File: src/rtl/core/sha256_byte_stream_hasher_core_macros.svh
// Assertion macros used by the SHA-256 hasher top level
`ifndef SHA256_BYTE_STREAM_HASHER_CORE_MACROS_SVH
`define SHA256_BYTE_STREAM_HASHER_CORE_MACROS_SVH

// Same-cycle implication, disabled while in reset
`define SHABSH_ASSERT_IMP(name, clk, rstn, ante, cons) \
    name: assert property (@(posedge clk) disable iff (!(rstn)) (ante) |-> (cons)) \
        else $error("shabsh assertion failed");

// Next-cycle implication, disabled while in reset
`define SHABSH_ASSERT_NXT(name, clk, rstn, ante, cons) \
    name: assert property (@(posedge clk) disable iff (!(rstn)) (ante) |=> (cons)) \
        else $error("shabsh assertion failed");

`endif

File: src/rtl/core/shabsh_pkg.sv
// Types, constants and tables of the SHA-256 byte stream hasher
package shabsh_pkg;

    localparam int QUEUE_DEPTH_DEF = 4;

    localparam logic [1:0] CMD_ABSORB        = 2'd0;
    localparam logic [1:0] CMD_ABSORB_FINISH = 2'd1;
    localparam logic [1:0] CMD_FINISH        = 2'd2;
    localparam logic [1:0] CMD_UNUSED        = 2'd3;

    localparam logic [7:0] PAD_MARK  = 8'h80;
    localparam logic [5:0] LEN_START = 6'd56;

    typedef struct packed {
        logic [1:0] command;
        logic [7:0] data_byte;
    } in_item_t;

    typedef struct packed {
        logic [31:0] digest_word;
        logic [2:0]  word_index;
        logic        last_word;
    } out_item_t;

    // Classified operation handed from the front queue to the engine
    typedef struct packed {
        logic       has_byte;
        logic       finish;
        logic [7:0] data_byte;
    } op_t;

    typedef enum logic [2:0] {
        ST_IDLE,
        ST_FEED,
        ST_COMPRESS,
        ST_UPDATE,
        ST_EMIT
    } eng_state_t;

    typedef enum logic [2:0] {
        PH_MSG,
        PH_MARK,
        PH_ZERO,
        PH_LEN,
        PH_OUT
    } pad_phase_t;

    function automatic logic [31:0] init_hash(input logic [2:0] idx);
        logic [31:0] r;
        case (idx)
            3'd0: r = 32'h6a09e667;
            3'd1: r = 32'hbb67ae85;
            3'd2: r = 32'h3c6ef372;
            3'd3: r = 32'ha54ff53a;
            3'd4: r = 32'h510e527f;
            3'd5: r = 32'h9b05688c;
            3'd6: r = 32'h1f83d9ab;
            default: r = 32'h5be0cd19;
        endcase
        return r;
    endfunction

    function automatic logic [31:0] round_k(input logic [5:0] idx);
        logic [31:0] r;
        case (idx)
            6'd0:  r = 32'h428a2f98;  6'd1:  r = 32'h71374491;
            6'd2:  r = 32'hb5c0fbcf;  6'd3:  r = 32'he9b5dba5;
            6'd4:  r = 32'h3956c25b;  6'd5:  r = 32'h59f111f1;
            6'd6:  r = 32'h923f82a4;  6'd7:  r = 32'hab1c5ed5;
            6'd8:  r = 32'hd807aa98;  6'd9:  r = 32'h12835b01;
            6'd10: r = 32'h243185be;  6'd11: r = 32'h550c7dc3;
            6'd12: r = 32'h72be5d74;  6'd13: r = 32'h80deb1fe;
            6'd14: r = 32'h9bdc06a7;  6'd15: r = 32'hc19bf174;
            6'd16: r = 32'he49b69c1;  6'd17: r = 32'hefbe4786;
            6'd18: r = 32'h0fc19dc6;  6'd19: r = 32'h240ca1cc;
            6'd20: r = 32'h2de92c6f;  6'd21: r = 32'h4a7484aa;
            6'd22: r = 32'h5cb0a9dc;  6'd23: r = 32'h76f988da;
            6'd24: r = 32'h983e5152;  6'd25: r = 32'ha831c66d;
            6'd26: r = 32'hb00327c8;  6'd27: r = 32'hbf597fc7;
            6'd28: r = 32'hc6e00bf3;  6'd29: r = 32'hd5a79147;
            6'd30: r = 32'h06ca6351;  6'd31: r = 32'h14292967;
            6'd32: r = 32'h27b70a85;  6'd33: r = 32'h2e1b2138;
            6'd34: r = 32'h4d2c6dfc;  6'd35: r = 32'h53380d13;
            6'd36: r = 32'h650a7354;  6'd37: r = 32'h766a0abb;
            6'd38: r = 32'h81c2c92e;  6'd39: r = 32'h92722c85;
            6'd40: r = 32'ha2bfe8a1;  6'd41: r = 32'ha81a664b;
            6'd42: r = 32'hc24b8b70;  6'd43: r = 32'hc76c51a3;
            6'd44: r = 32'hd192e819;  6'd45: r = 32'hd6990624;
            6'd46: r = 32'hf40e3585;  6'd47: r = 32'h106aa070;
            6'd48: r = 32'h19a4c116;  6'd49: r = 32'h1e376c08;
            6'd50: r = 32'h2748774c;  6'd51: r = 32'h34b0bcb5;
            6'd52: r = 32'h391c0cb3;  6'd53: r = 32'h4ed8aa4a;
            6'd54: r = 32'h5b9cca4f;  6'd55: r = 32'h682e6ff3;
            6'd56: r = 32'h748f82ee;  6'd57: r = 32'h78a5636f;
            6'd58: r = 32'h84c87814;  6'd59: r = 32'h8cc70208;
            6'd60: r = 32'h90befffa;  6'd61: r = 32'ha4506ceb;
            6'd62: r = 32'hbef9a3f7;
            default: r = 32'hc67178f2;
        endcase
        return r;
    endfunction

endpackage

File: src/rtl/core/shabsh_front.sv
// Front end: accepts input transfers, decodes the command and queues operations
module shabsh_front #(
    parameter int DEPTH = shabsh_pkg::QUEUE_DEPTH_DEF
) (
    input  logic                 clk,
    input  logic                 rst_n,
    input  logic                 in_valid,
    output logic                 in_ready,
    input  shabsh_pkg::in_item_t in_data,
    output logic                 op_valid,
    input  logic                 op_ready,
    output shabsh_pkg::op_t      op
);

    localparam int PTR_W = (DEPTH > 1) ? $clog2(DEPTH) : 1;
    localparam int CNT_W = $clog2(DEPTH + 1);
    localparam logic [CNT_W-1:0] FULL_CNT = CNT_W'(DEPTH);
    localparam logic [PTR_W-1:0] LAST_PTR = PTR_W'(DEPTH - 1);

    shabsh_pkg::op_t  q_mem [DEPTH];
    logic [PTR_W-1:0] head_reg, head_next;
    logic [PTR_W-1:0] tail_reg, tail_next;
    logic [CNT_W-1:0] cnt_reg, cnt_next;
    shabsh_pkg::op_t  op_in;
    logic             push;
    logic             pop;

    always_comb
    begin
        op_in.has_byte  = (in_data.command == shabsh_pkg::CMD_ABSORB) ||
                          (in_data.command == shabsh_pkg::CMD_ABSORB_FINISH);
        op_in.finish    = (in_data.command == shabsh_pkg::CMD_ABSORB_FINISH) ||
                          (in_data.command == shabsh_pkg::CMD_FINISH);
        op_in.data_byte = in_data.data_byte;
    end

    assign in_ready = (cnt_reg != FULL_CNT);
    // unused command is taken and dropped
    assign push     = in_valid && in_ready && (in_data.command != shabsh_pkg::CMD_UNUSED);
    assign op_valid = (cnt_reg != '0);
    assign pop      = op_valid && op_ready;
    assign op       = q_mem[head_reg];

    always_comb
    begin
        head_next = head_reg;
        tail_next = tail_reg;
        cnt_next  = cnt_reg;
        if (push)
        begin
            tail_next = (tail_reg == LAST_PTR) ? '0 : tail_reg + PTR_W'(1);
        end
        if (pop)
        begin
            head_next = (head_reg == LAST_PTR) ? '0 : head_reg + PTR_W'(1);
        end
        if (push && !pop)
        begin
            cnt_next = cnt_reg + CNT_W'(1);
        end
        else if (pop && !push)
        begin
            cnt_next = cnt_reg - CNT_W'(1);
        end
    end

    always_ff @(posedge clk or negedge rst_n)
    begin
        if (!rst_n)
        begin
            head_reg <= '0;
            tail_reg <= '0;
            cnt_reg  <= '0;
        end
        else
        begin
            head_reg <= head_next;
            tail_reg <= tail_next;
            cnt_reg  <= cnt_next;
        end
    end

    always_ff @(posedge clk)
    begin
        if (push)
        begin
            q_mem[tail_reg] <= op_in;
        end
    end

endmodule

File: src/rtl/core/shabsh_engine.sv
// Back end: block buffer, padding sequencer, round-per-cycle compression, digest output
module shabsh_engine (
    input  logic                  clk,
    input  logic                  rst_n,
    input  logic                  op_valid,
    output logic                  op_ready,
    input  shabsh_pkg::op_t       op,
    output logic                  out_valid,
    input  logic                  out_ready,
    output shabsh_pkg::out_item_t out_data
);

    function automatic logic [31:0] rotr(input logic [31:0] x, input int unsigned n);
        return (x >> n) | (x << (32 - n));
    endfunction

    shabsh_pkg::eng_state_t state_reg, state_next;
    shabsh_pkg::pad_phase_t phase_reg, phase_next;
    logic [5:0]  fill_reg, fill_next;
    logic [60:0] count_reg, count_next;
    logic [5:0]  rnd_reg, rnd_next;
    logic [2:0]  len_idx_reg, len_idx_next;
    logic [2:0]  emit_idx_reg, emit_idx_next;
    logic [31:0] hash_reg [8];
    logic [31:0] hash_next [8];
    logic        out_valid_reg, out_valid_next;
    shabsh_pkg::out_item_t out_data_reg, out_data_next;

    // w_reg is the block buffer while filling and the schedule window while compressing
    logic [31:0] w_reg [16];
    logic [31:0] v_reg [8];

    logic        byte_we;
    logic [7:0]  byte_val;
    logic [4:0]  lane_lsb;
    logic        load_v;
    logic [63:0] len_shift;
    logic [31:0] t1;
    logic [31:0] t2;
    logic [31:0] w_new;

    assign lane_lsb  = {~fill_reg[1:0], 3'b000};
    assign len_shift = {count_reg, 3'b000} << {len_idx_reg, 3'b000};

    always_comb
    begin
        t1 = v_reg[7] + (rotr(v_reg[4], 6) ^ rotr(v_reg[4], 11) ^ rotr(v_reg[4], 25))
           + ((v_reg[4] & v_reg[5]) ^ (~v_reg[4] & v_reg[6]))
           + shabsh_pkg::round_k(rnd_reg) + w_reg[0];
        t2 = (rotr(v_reg[0], 2) ^ rotr(v_reg[0], 13) ^ rotr(v_reg[0], 22))
           + ((v_reg[0] & v_reg[1]) ^ (v_reg[0] & v_reg[2]) ^ (v_reg[1] & v_reg[2]));
        w_new = w_reg[0] + w_reg[9]
              + (rotr(w_reg[1], 7) ^ rotr(w_reg[1], 18) ^ (w_reg[1] >> 3))
              + (rotr(w_reg[14], 17) ^ rotr(w_reg[14], 19) ^ (w_reg[14] >> 10));
    end

    always_comb
    begin
        state_next     = state_reg;
        phase_next     = phase_reg;
        fill_next      = fill_reg;
        count_next     = count_reg;
        rnd_next       = rnd_reg;
        len_idx_next   = len_idx_reg;
        emit_idx_next  = emit_idx_reg;
        for (int i = 0; i < 8; i++)
        begin
            hash_next[i] = hash_reg[i];
        end
        out_valid_next = out_valid_reg && !out_ready;
        out_data_next  = out_data_reg;
        op_ready       = 1'b0;
        byte_we        = 1'b0;
        byte_val       = '0;

        unique case (state_reg)
            shabsh_pkg::ST_IDLE:
            begin
                op_ready = 1'b1;
                if (op_valid)
                begin
                    if (op.has_byte)
                    begin
                        byte_we    = 1'b1;
                        byte_val   = op.data_byte;
                        count_next = count_reg + 61'd1;
                    end
                    if (op.finish)
                    begin
                        phase_next = shabsh_pkg::PH_MARK;
                    end
                    if (op.has_byte && fill_reg == 6'd63)
                    begin
                        state_next = shabsh_pkg::ST_COMPRESS;
                    end
                    else if (op.finish)
                    begin
                        state_next = shabsh_pkg::ST_FEED;
                    end
                end
            end
            shabsh_pkg::ST_FEED:
            begin
                unique case (phase_reg)
                    shabsh_pkg::PH_MARK:
                    begin
                        byte_we    = 1'b1;
                        byte_val   = shabsh_pkg::PAD_MARK;
                        phase_next = shabsh_pkg::PH_ZERO;
                    end
                    shabsh_pkg::PH_ZERO:
                    begin
                        if (fill_reg == shabsh_pkg::LEN_START)
                        begin
                            phase_next = shabsh_pkg::PH_LEN;
                        end
                        else
                        begin
                            byte_we = 1'b1;
                        end
                    end
                    shabsh_pkg::PH_LEN:
                    begin
                        byte_we      = 1'b1;
                        byte_val     = len_shift[63:56];
                        len_idx_next = len_idx_reg + 3'd1;
                        if (len_idx_reg == 3'd7)
                        begin
                            phase_next = shabsh_pkg::PH_OUT;
                        end
                    end
                    default:
                    begin
                        phase_next = phase_reg;
                    end
                endcase
                if (byte_we && fill_reg == 6'd63)
                begin
                    state_next = shabsh_pkg::ST_COMPRESS;
                end
            end
            shabsh_pkg::ST_COMPRESS:
            begin
                rnd_next = rnd_reg + 6'd1;
                if (rnd_reg == 6'd63)
                begin
                    state_next = shabsh_pkg::ST_UPDATE;
                end
            end
            shabsh_pkg::ST_UPDATE:
            begin
                for (int i = 0; i < 8; i++)
                begin
                    hash_next[i] = hash_reg[i] + v_reg[i];
                end
                if (phase_reg == shabsh_pkg::PH_MSG)
                begin
                    state_next = shabsh_pkg::ST_IDLE;
                end
                else if (phase_reg == shabsh_pkg::PH_OUT)
                begin
                    state_next = shabsh_pkg::ST_EMIT;
                end
                else
                begin
                    state_next = shabsh_pkg::ST_FEED;
                end
            end
            shabsh_pkg::ST_EMIT:
            begin
                if (!out_valid_reg || out_ready)
                begin
                    out_valid_next            = 1'b1;
                    out_data_next.digest_word = hash_reg[emit_idx_reg];
                    out_data_next.word_index  = emit_idx_reg;
                    out_data_next.last_word   = (emit_idx_reg == 3'd7);
                    emit_idx_next             = emit_idx_reg + 3'd1;
                    if (emit_idx_reg == 3'd7)
                    begin
                        // message done: back to the initial vector
                        for (int i = 0; i < 8; i++)
                        begin
                            hash_next[i] = shabsh_pkg::init_hash(3'(i));
                        end
                        count_next = '0;
                        phase_next = shabsh_pkg::PH_MSG;
                        state_next = shabsh_pkg::ST_IDLE;
                    end
                end
            end
            default:
            begin
                state_next = shabsh_pkg::ST_IDLE;
            end
        endcase

        if (byte_we)
        begin
            fill_next = fill_reg + 6'd1;
        end
    end

    assign load_v = (state_next == shabsh_pkg::ST_COMPRESS) &&
                    (state_reg != shabsh_pkg::ST_COMPRESS);

    always_ff @(posedge clk or negedge rst_n)
    begin
        if (!rst_n)
        begin
            state_reg     <= shabsh_pkg::ST_IDLE;
            phase_reg     <= shabsh_pkg::PH_MSG;
            fill_reg      <= '0;
            count_reg     <= '0;
            rnd_reg       <= '0;
            len_idx_reg   <= '0;
            emit_idx_reg  <= '0;
            out_valid_reg <= 1'b0;
            for (int i = 0; i < 8; i++)
            begin
                hash_reg[i] <= shabsh_pkg::init_hash(3'(i));
            end
        end
        else
        begin
            state_reg     <= state_next;
            phase_reg     <= phase_next;
            fill_reg      <= fill_next;
            count_reg     <= count_next;
            rnd_reg       <= rnd_next;
            len_idx_reg   <= len_idx_next;
            emit_idx_reg  <= emit_idx_next;
            out_valid_reg <= out_valid_next;
            for (int i = 0; i < 8; i++)
            begin
                hash_reg[i] <= hash_next[i];
            end
        end
    end

    always_ff @(posedge clk)
    begin
        out_data_reg <= out_data_next;
        if (byte_we)
        begin
            w_reg[fill_reg[5:2]][lane_lsb +: 8] <= byte_val;
        end
        else if (state_reg == shabsh_pkg::ST_COMPRESS)
        begin
            for (int i = 0; i < 15; i++)
            begin
                w_reg[i] <= w_reg[i+1];
            end
            w_reg[15] <= w_new;
        end
        if (load_v)
        begin
            for (int i = 0; i < 8; i++)
            begin
                v_reg[i] <= hash_reg[i];
            end
        end
        else if (state_reg == shabsh_pkg::ST_COMPRESS)
        begin
            v_reg[7] <= v_reg[6];
            v_reg[6] <= v_reg[5];
            v_reg[5] <= v_reg[4];
            v_reg[4] <= v_reg[3] + t1;
            v_reg[3] <= v_reg[2];
            v_reg[2] <= v_reg[1];
            v_reg[1] <= v_reg[0];
            v_reg[0] <= t1 + t2;
        end
    end

    assign out_valid = out_valid_reg;
    assign out_data  = out_data_reg;

endmodule

File: src/rtl/core/sha256_byte_stream_hasher_core.sv
// Top level of the SHA-256 byte stream hasher
// SHA-256 over a byte stream, one message byte per input transfer. A queue of QUEUE_DEPTH
// operations sits in front of the hashing engine, so up to QUEUE_DEPTH operations are
// queued while the engine is busy; after that in_ready stays low until the engine is idle
// again. The engine takes one byte per cycle into its 64-byte block buffer while idle;
// every full block is then compressed in 64 rounds at one round per cycle plus the
// feed-forward add, with no bytes taken meanwhile. A finish adds padding (mark byte, zero
// bytes up to the length field, eight-byte bit length; one byte per cycle with a pause
// before the length field), one or two compressions, and then eight digest-word transfers,
// word 0 first, the last one flagged. Command 3 is accepted and discarded. After the eighth
// word the engine is back at the initial hash value with an empty buffer and a zero byte count.
`include "sha256_byte_stream_hasher_core_macros.svh"

module sha256_byte_stream_hasher_core #(
    parameter int QUEUE_DEPTH = shabsh_pkg::QUEUE_DEPTH_DEF
) (
    input  logic                  clk,
    input  logic                  rst_n,
    input  logic                  in_valid,
    output logic                  in_ready,
    input  shabsh_pkg::in_item_t  in_data,
    output logic                  out_valid,
    input  logic                  out_ready,
    output shabsh_pkg::out_item_t out_data
);

    logic            op_valid;
    logic            op_ready;
    shabsh_pkg::op_t op;

    shabsh_front #(
        .DEPTH (QUEUE_DEPTH)
    ) u_front (
        .clk      (clk),
        .rst_n    (rst_n),
        .in_valid (in_valid),
        .in_ready (in_ready),
        .in_data  (in_data),
        .op_valid (op_valid),
        .op_ready (op_ready),
        .op       (op)
    );

    shabsh_engine u_engine (
        .clk       (clk),
        .rst_n     (rst_n),
        .op_valid  (op_valid),
        .op_ready  (op_ready),
        .op        (op),
        .out_valid (out_valid),
        .out_ready (out_ready),
        .out_data  (out_data)
    );

    `SHABSH_ASSERT_IMP(a_last_flag, clk, rst_n, out_valid, out_data.last_word == (out_data.word_index == 3'd7))
    `SHABSH_ASSERT_IMP(a_word_order, clk, rst_n, (out_valid && out_ready && !out_data.last_word) ##1 out_valid, out_data.word_index == $past(out_data.word_index) + 3'd1)
    `SHABSH_ASSERT_NXT(a_gap_after_last, clk, rst_n, out_valid && out_ready && out_data.last_word, !out_valid)

endmodule
File: config.mk
export PLATFORM = sky130hd
export DESIGN_NAME = sha256_byte_stream_hasher_core
export DESIGN_NICKNAME = d
export VERILOG_FILES = /design/src/rtl/core/shabsh_pkg.sv /design/src/rtl/core/shabsh_front.sv /design/src/rtl/core/shabsh_engine.sv /design/src/rtl/core/sha256_byte_stream_hasher_core.sv
export VERILOG_INCLUDE_DIRS = /design/src /design/src/rtl/core
export SDC_FILE = /design/constraint.sdc
export NUM_CORES = 2
export LEC_CHECK = 0
export BUFFER_PORTS_ARGS = -buffer_cell sky130_fd_sc_hd__buf_2
export CORE_ASPECT_RATIO = 0.8
export CORE_UTILIZATION = 40
export CTS_BUF_LIST = sky130_fd_sc_hd__clkbuf_16
export DETAILED_ROUTE_END_ITERATION = 16
export GPL_TIMING_DRIVEN = 0
export MAX_ROUTING_LAYER = met4
export PLACE_DENSITY = 0.58
export SETUP_SLACK_MARGIN = 0.5
export SLEW_MARGIN = 10
export SYNTH_ARGS = -nofsm -noshare
export SYNTH_HDL_FRONTEND = slang
export SYNTH_HIERARCHICAL = 1
export SYNTH_SLANG_ARGS = --single-unit
File: constraint.sdc
create_clock -name clk -period 16.4 [get_ports clk]
set_clock_uncertainty 0.15 [all_clocks]
set_input_delay 3.28 -clock clk [delete_from_list [all_inputs] [get_ports clk]]
set_output_delay 3.28 -clock clk [all_outputs]
set_load 0.1 [all_outputs]
# ---- Word level (Yosys, flattened, before mapping)
# Memory sizes are Yosys's and may differ from the RTL's.
# Cells that the tools add are included.
dict set report totals {
  input_bits 14
  out_inout_bits 38
  ramBits 808
  romBits 2048
  word_cells 223
  memories 4
  reg_bits 385
}
dict set report op_classes {
  n_addsub 28
  shift 3
  bitwise_logic 37
  muxes 68
  order_cmp 1
  reduce_logical 31
  n_eq_ne 29
}
# name words width read_ports rd_clocked_by_memory_dff write_ports line
set memory_table {}
lappend memory_table {{(name not given)} 64 32 1 0 0 shabsh_pkg.sv:65} ;# case (idx)
lappend memory_table {u_engine.w_reg 16 32 16 0 16 shabsh_engine.sv:30} ;# logic [31:0] w_reg [16];
lappend memory_table {u_engine.v_reg 8 32 8 0 8 shabsh_engine.sv:31} ;# logic [31:0] v_reg [8];
lappend memory_table {u_front.q_mem 4 10 1 0 1 shabsh_front.sv:20} ;# shabsh_pkg::op_t q_mem [DEPTH];
# operator n
set op_table {}
lappend op_table {{adder 32 bit} 18}
lappend op_table {{2-to-1 mux 256 bit} 2}
lappend op_table {{case mux 256 bit (2 select lines)} 1}
lappend op_table {{2-to-1 mux 32 bit} 13}
lappend op_table {{bitwise XOR 32 bit} 9}
lappend op_table {{2-to-1 mux 61 bit} 4}
lappend op_table {{bitwise AND 32 bit} 5}
lappend op_table {{case mux 61 bit (2 select lines)} 1}
lappend op_table {{binary-select mux 32 bit (select 3 bit)} 1}
lappend op_table {{<< shifter 64 x 6 -> 64 bit} 1}
lappend op_table {{adder 61 x 1 -> 61 bit, second input constant} 1}
lappend op_table {{2-to-1 mux 3 bit} 17}
lappend op_table {{inverter 32 bit} 1}
lappend op_table {{OR 10 x 32 -> 32 bit} 1}
lappend op_table {{OR 13 x 32 -> 32 bit} 1}
lappend op_table {{OR 14 x 32 -> 32 bit} 1}
lappend op_table {{OR 15 x 32 -> 32 bit} 1}
lappend op_table {{OR 19 x 32 -> 32 bit} 1}
lappend op_table {{OR 21 x 32 -> 32 bit} 1}
lappend op_table {{OR 25 x 32 -> 32 bit} 1}
lappend op_table {{OR 26 x 32 -> 32 bit} 1}
lappend op_table {{OR 30 x 32 -> 32 bit} 1}
lappend op_table {{OR 7 x 32 -> 32 bit} 1}
lappend op_table {{case mux 8 bit (2 select lines)} 2}
lappend op_table {{44 further kinds} 111}

# ---- Longest topological paths before layout
dict set report logic_depth {
  depth_word 12
  depth_mapped 41
}

# ---- Cells and area by module
# Netlist, hierarchy kept.
# mod area_each_um2 seq_area_each_um2 instances cells_per_inst
set by_module_without_submodules {}
lappend by_module_without_submodules {shabsh_engine 75926.6 32871.5 1 7467}
lappend by_module_without_submodules {shabsh_front 1954.4 1376.3 1 96}

# ---- Worst setup path after synthesis
# Ideal clock, no wire load.
dict set report synth_timing {
  path_kind {register to register}
  start {reg u_engine.rnd_reg[0]}
  end {mem u_engine.v_reg[0][31], data pin}
  setup_ns 0.270
  t_required_ns 15.980
  stages_incl_launch_ff 41
  arrival_ns 8.398
  synth_period_minus_slack_ns 8.818
  slack_ns 7.582
  cell_sequence {dfrtp_1 clkbuf_1 clkinv_1 ha_1 clkbuf_1 inv_1 nand2_1 nand3_1 nand2_1 a32o_1 nor2_1 fa_1 inv_1 fa_1 fa_1 inv_1 ha_1 fa_1 [5 not listed] nand2b_1 a21o_1 a21o_1 xor2_1 inv_1 fa_1 inv_1 ha_1 nand2_1 o21ai_0 a221o_1 a21o_1 o41ai_1 o21ai_0 o2111a_1 o211a_1 xnor2_1 o21ai_0}
}
# item line
set synth_rtl {}
lappend synth_rtl {{start: declaration} shabsh_engine.sv:21} ;# logic [5:0] rnd_reg, rnd_next;
lappend synth_rtl {{start signal: assignment} shabsh_engine.sv:229} ;# rnd_reg <= rnd_next;
lappend synth_rtl {{end: declaration} shabsh_engine.sv:31}

==> results.sh <==
export IMPL_status="finished, final reports clean"
export IMPL_slew_headroom_pct=0.915
export IMPL_slowest_delay_ps=630
export IMPL_largest_reg_flops=512
export IMPL_area_delta_synth_final_pct=11.2
export IMPL_final_common_cell="nand2_1"
export IMPL_leakagePower_nw=38.2
export IMPL_cts_sinks=1193
export IMPL_antenna_found_initial=26
export IMPL_num_io_pins=52
export IMPL_crit_start="u_engine/rnd_reg[0]$_DFFE_PN0P_"
export IMPL_crit_type="reg2reg"
export IMPL_tritoncts="done"
export IMPL_hold_slack_ps=363
export IMPL_endpoint_kind="flip-flop"
export IMPL_rsz0062_at_grt="false"
export IMPL_synth_main_ff_cell="edfxtp_1"
export IMPL_crit_arrival_ps=13130
export IMPL_drt_iter0_markers=8966
export IMPL_min_to="u_engine/w_reg[10][23]$_DFFE_PP_"
export IMPL_synth_top_area_cell="edfxtp_1"
export IMPL_grt_first_pass_wirelength_um=453000
export IMPL_synthTopCellsByArea="edfxtp_1, dfrtp_1, ha_1, a21o_1, fa_1"
export IMPL_hp_class="reg2reg"
export IMPL_root_buffer="clkbuf_16"
export IMPL_worstHoldStart="u_engine/w_reg[11][23]$_DFFE_PP_"
export IMPL_synth_warning_count=6
export IMPL_clock_fmax_ghz=0.0783
export IMPL_synth_distinct_cells=91
export IMPL_place_area_um2=82000
export IMPL_stdcell_area_um2=86600
export IMPL_port_buffers=51
export IMPL_dieArea_um2=196000
export IMPL_avgSynthCellArea_um2=10.3
export IMPL_fp_dieW_um=495
export IMPL_initial_core_util_pct=40.4
export IMPL_clkTransAtPathRegs_ps=60
export IMPL_core_area_um2=193000
export IMPL_ant_nets=0
export IMPL_cts_resized_gates=0
export IMPL_finalSetupViolCount=0
export IMPL_n_fill_cell=18400
export IMPL_regToRegEndpoint="u_engine/v_reg[0][29]$_DFFE_PP_"
export IMPL_hold_viol_final=0
export IMPL_synthCells=7563
export IMPL_hpwl_um=257000
export IMPL_drt_first_pass_iters=10
export IMPL_drv_slew=0
export IMPL_nets=8407
export IMPL_r2r_cells=39
export IMPL_synth_seq_cells=1193
export IMPL_start_kind="flip-flop"
export IMPL_gp_congestion=1.06
export IMPL_grt_pass1_vias=59000
export IMPL_synth_cell_area_um2=77900
export IMPL_power_density_nw_per_um2=176
export IMPL_grt_max_degree=97
export IMPL_drv_cap=0
export IMPL_tns_ps=0
export IMPL_cts_hold_buf=0
export IMPL_clk_latency_ps=820
export IMPL_ys_seq_area_share_pct=44.0
export IMPL_worst_pin_slew_ps=1490
export IMPL_die_h_um=397
export IMPL_async_flop_share_pct=29.3
export IMPL_grt_use_total_pct=33.7
export IMPL_postCtsSetupRepairBufs=0
export IMPL_regToRegStartpoint="u_engine/rnd_reg[0]$_DFFE_PN0P_"
export IMPL_pre_cts_ws_ps=3600
export IMPL_vias=64200
export IMPL_via_per_inst=6.13
export IMPL_cts_made_buffers=138
export IMPL_core_rowCount=144
export IMPL_crit_path_frequent_cell="fa_1"
export IMPL_synth_edff_count=844
export IMPL_cp_max_fo=11
export IMPL_final_cell_mix="nand2_1, edfxtp_1, a21o_1"
export IMPL_drc=0
export IMPL_drt_wl_total_um=327000
export IMPL_synth_nets=8182
export IMPL_r2r_slack_ps=3620
export IMPL_cp_slowest_cell="clkinv_1"
export IMPL_post_route_period_util_pct=77.9
export IMPL_clk_path_buf_depth=3
export IMPL_period_needed_ps=12780
export IMPL_holdPathStages=1
export IMPL_worstPathRequired_ps=16750
export IMPL_wl_per_cell_um=31.3
export IMPL_final_layout_size_suffix_gt1_share_pct=8.68
export IMPL_h_tree_depth=4
export IMPL_worst_slack_ps=3620
export IMPL_peakVddDrop_uv=130
export IMPL_grt_ovfl_total=0
export IMPL_yosys_area_top_type_share_pct=32.5
[logic make-up (layout without fill, tap and decap cells)]
logic type / after synthesis / after routing / synth area share, %
flip-flops: 1193 / 1193 / 44.0
multiplexers: 182 / 182 / 3.97
XOR/XNOR: 620 / 620 / 6.97
buffers and inverters: 745 / 1081 / 3.64
AND/OR/NAND/NOR: 1988 / 1988 / 11.4
adder cells (fa/ha/maj): 609 / 609 / 11.7
other: 0 / 15 / 0
AO/OA/AOI/OAI: 2226 / 2226 / 18.4
[worst max-delay path, delay by kind of cell, from the launching register on]
family / cells / cell delay [ps]
buffers and inverters: 7 / 1940
XOR/XNOR: 1 / 400
adder cells (fa/ha/maj): 8 / 3590
AO/OA/AOI/OAI: 15 / 3870
AND/OR/NAND/NOR: 8 / 2010
flip-flops: 1 / 510
[cell usage after synthesis (41+ instances only)]
cell	number
nor3_1	112
nand4_1	41
nor2b_1	51
o21ai_0	557
xor2_1	252
a211oi_1	65
ha_1	409
nand3_1	162
clkbuf_1	377
o21bai_1	48
mux2_2	67
a21o_1	671
xnor2_1	368
inv_1	322
edfxtp_1	844
dfrtp_1	213
o31ai_1	46
o21a_1	51
dfstp_2	136
mux4_2	94
fa_1	196
a21oi_1	466
nor2_1	377
a31oi_1	43
nand2b_1	58
nand2_1	986
[area by class of cell]
type                       instances  area [µm²]  share of cell area [%]
antenna                           15        37.5                  0.0434
buffer                           421        1670                    1.92
clock buffer                     139        3480                    4.02
clock inverter                   112        1050                    1.22
inverter                         324        1220                    1.40
multi-input combinational       5625       40900                    47.2
sequential                      1193       34200                    39.6
tap                             2555        3200                    3.69
timing repair buffer              85         807                   0.932
[through the flow]
step / instances / utilization (%) / power [mW]
final: 10500 / 44.9 / 15.3
after global routing: 10500 / 44.9 / 16.1
after CTS: 10500 / 44.8 / 15.1
after detailed placement: 10200 / 42.5 / 11.9
after global placement: 10200 / 42.1 / 11.9
after floorplan: 7563 / - / 9.57
[layer usage]
layer	vias up	part of all wire, %	global-route usage [%]
met5	-	0	-
met4	0	2.3	7.72
met3	393	13	11.7
met2	3570	39	42.3
met1	32400	46	50.7
li1	27800	-	-
[worst max-delay path by stage]
stage                                 endpoint  slack [ps]
3_5_place_dp   u_engine/v_reg[0][31]$_DFFE_PP_        3600
2_1_floorplan  u_engine/v_reg[0][31]$_DFFE_PP_        7580
3_3_place_gp   u_engine/v_reg[0][28]$_DFFE_PP_         670
4_1_cts        u_engine/v_reg[0][31]$_DFFE_PP_        3560
6_report       u_engine/v_reg[0][29]$_DFFE_PP_        3620
5_1_grt        u_engine/v_reg[0][29]$_DFFE_PP_        3300
[power breakdown]
part	switching (mW)	leakage (nW)	internal, mW
clock network	1.42	2.34	1.72
registers	0.427	11.7	3.78
logic	4.88	24.2	3.06
total	6.72	38.2	8.56
Power figures use the tool's default switching activity.
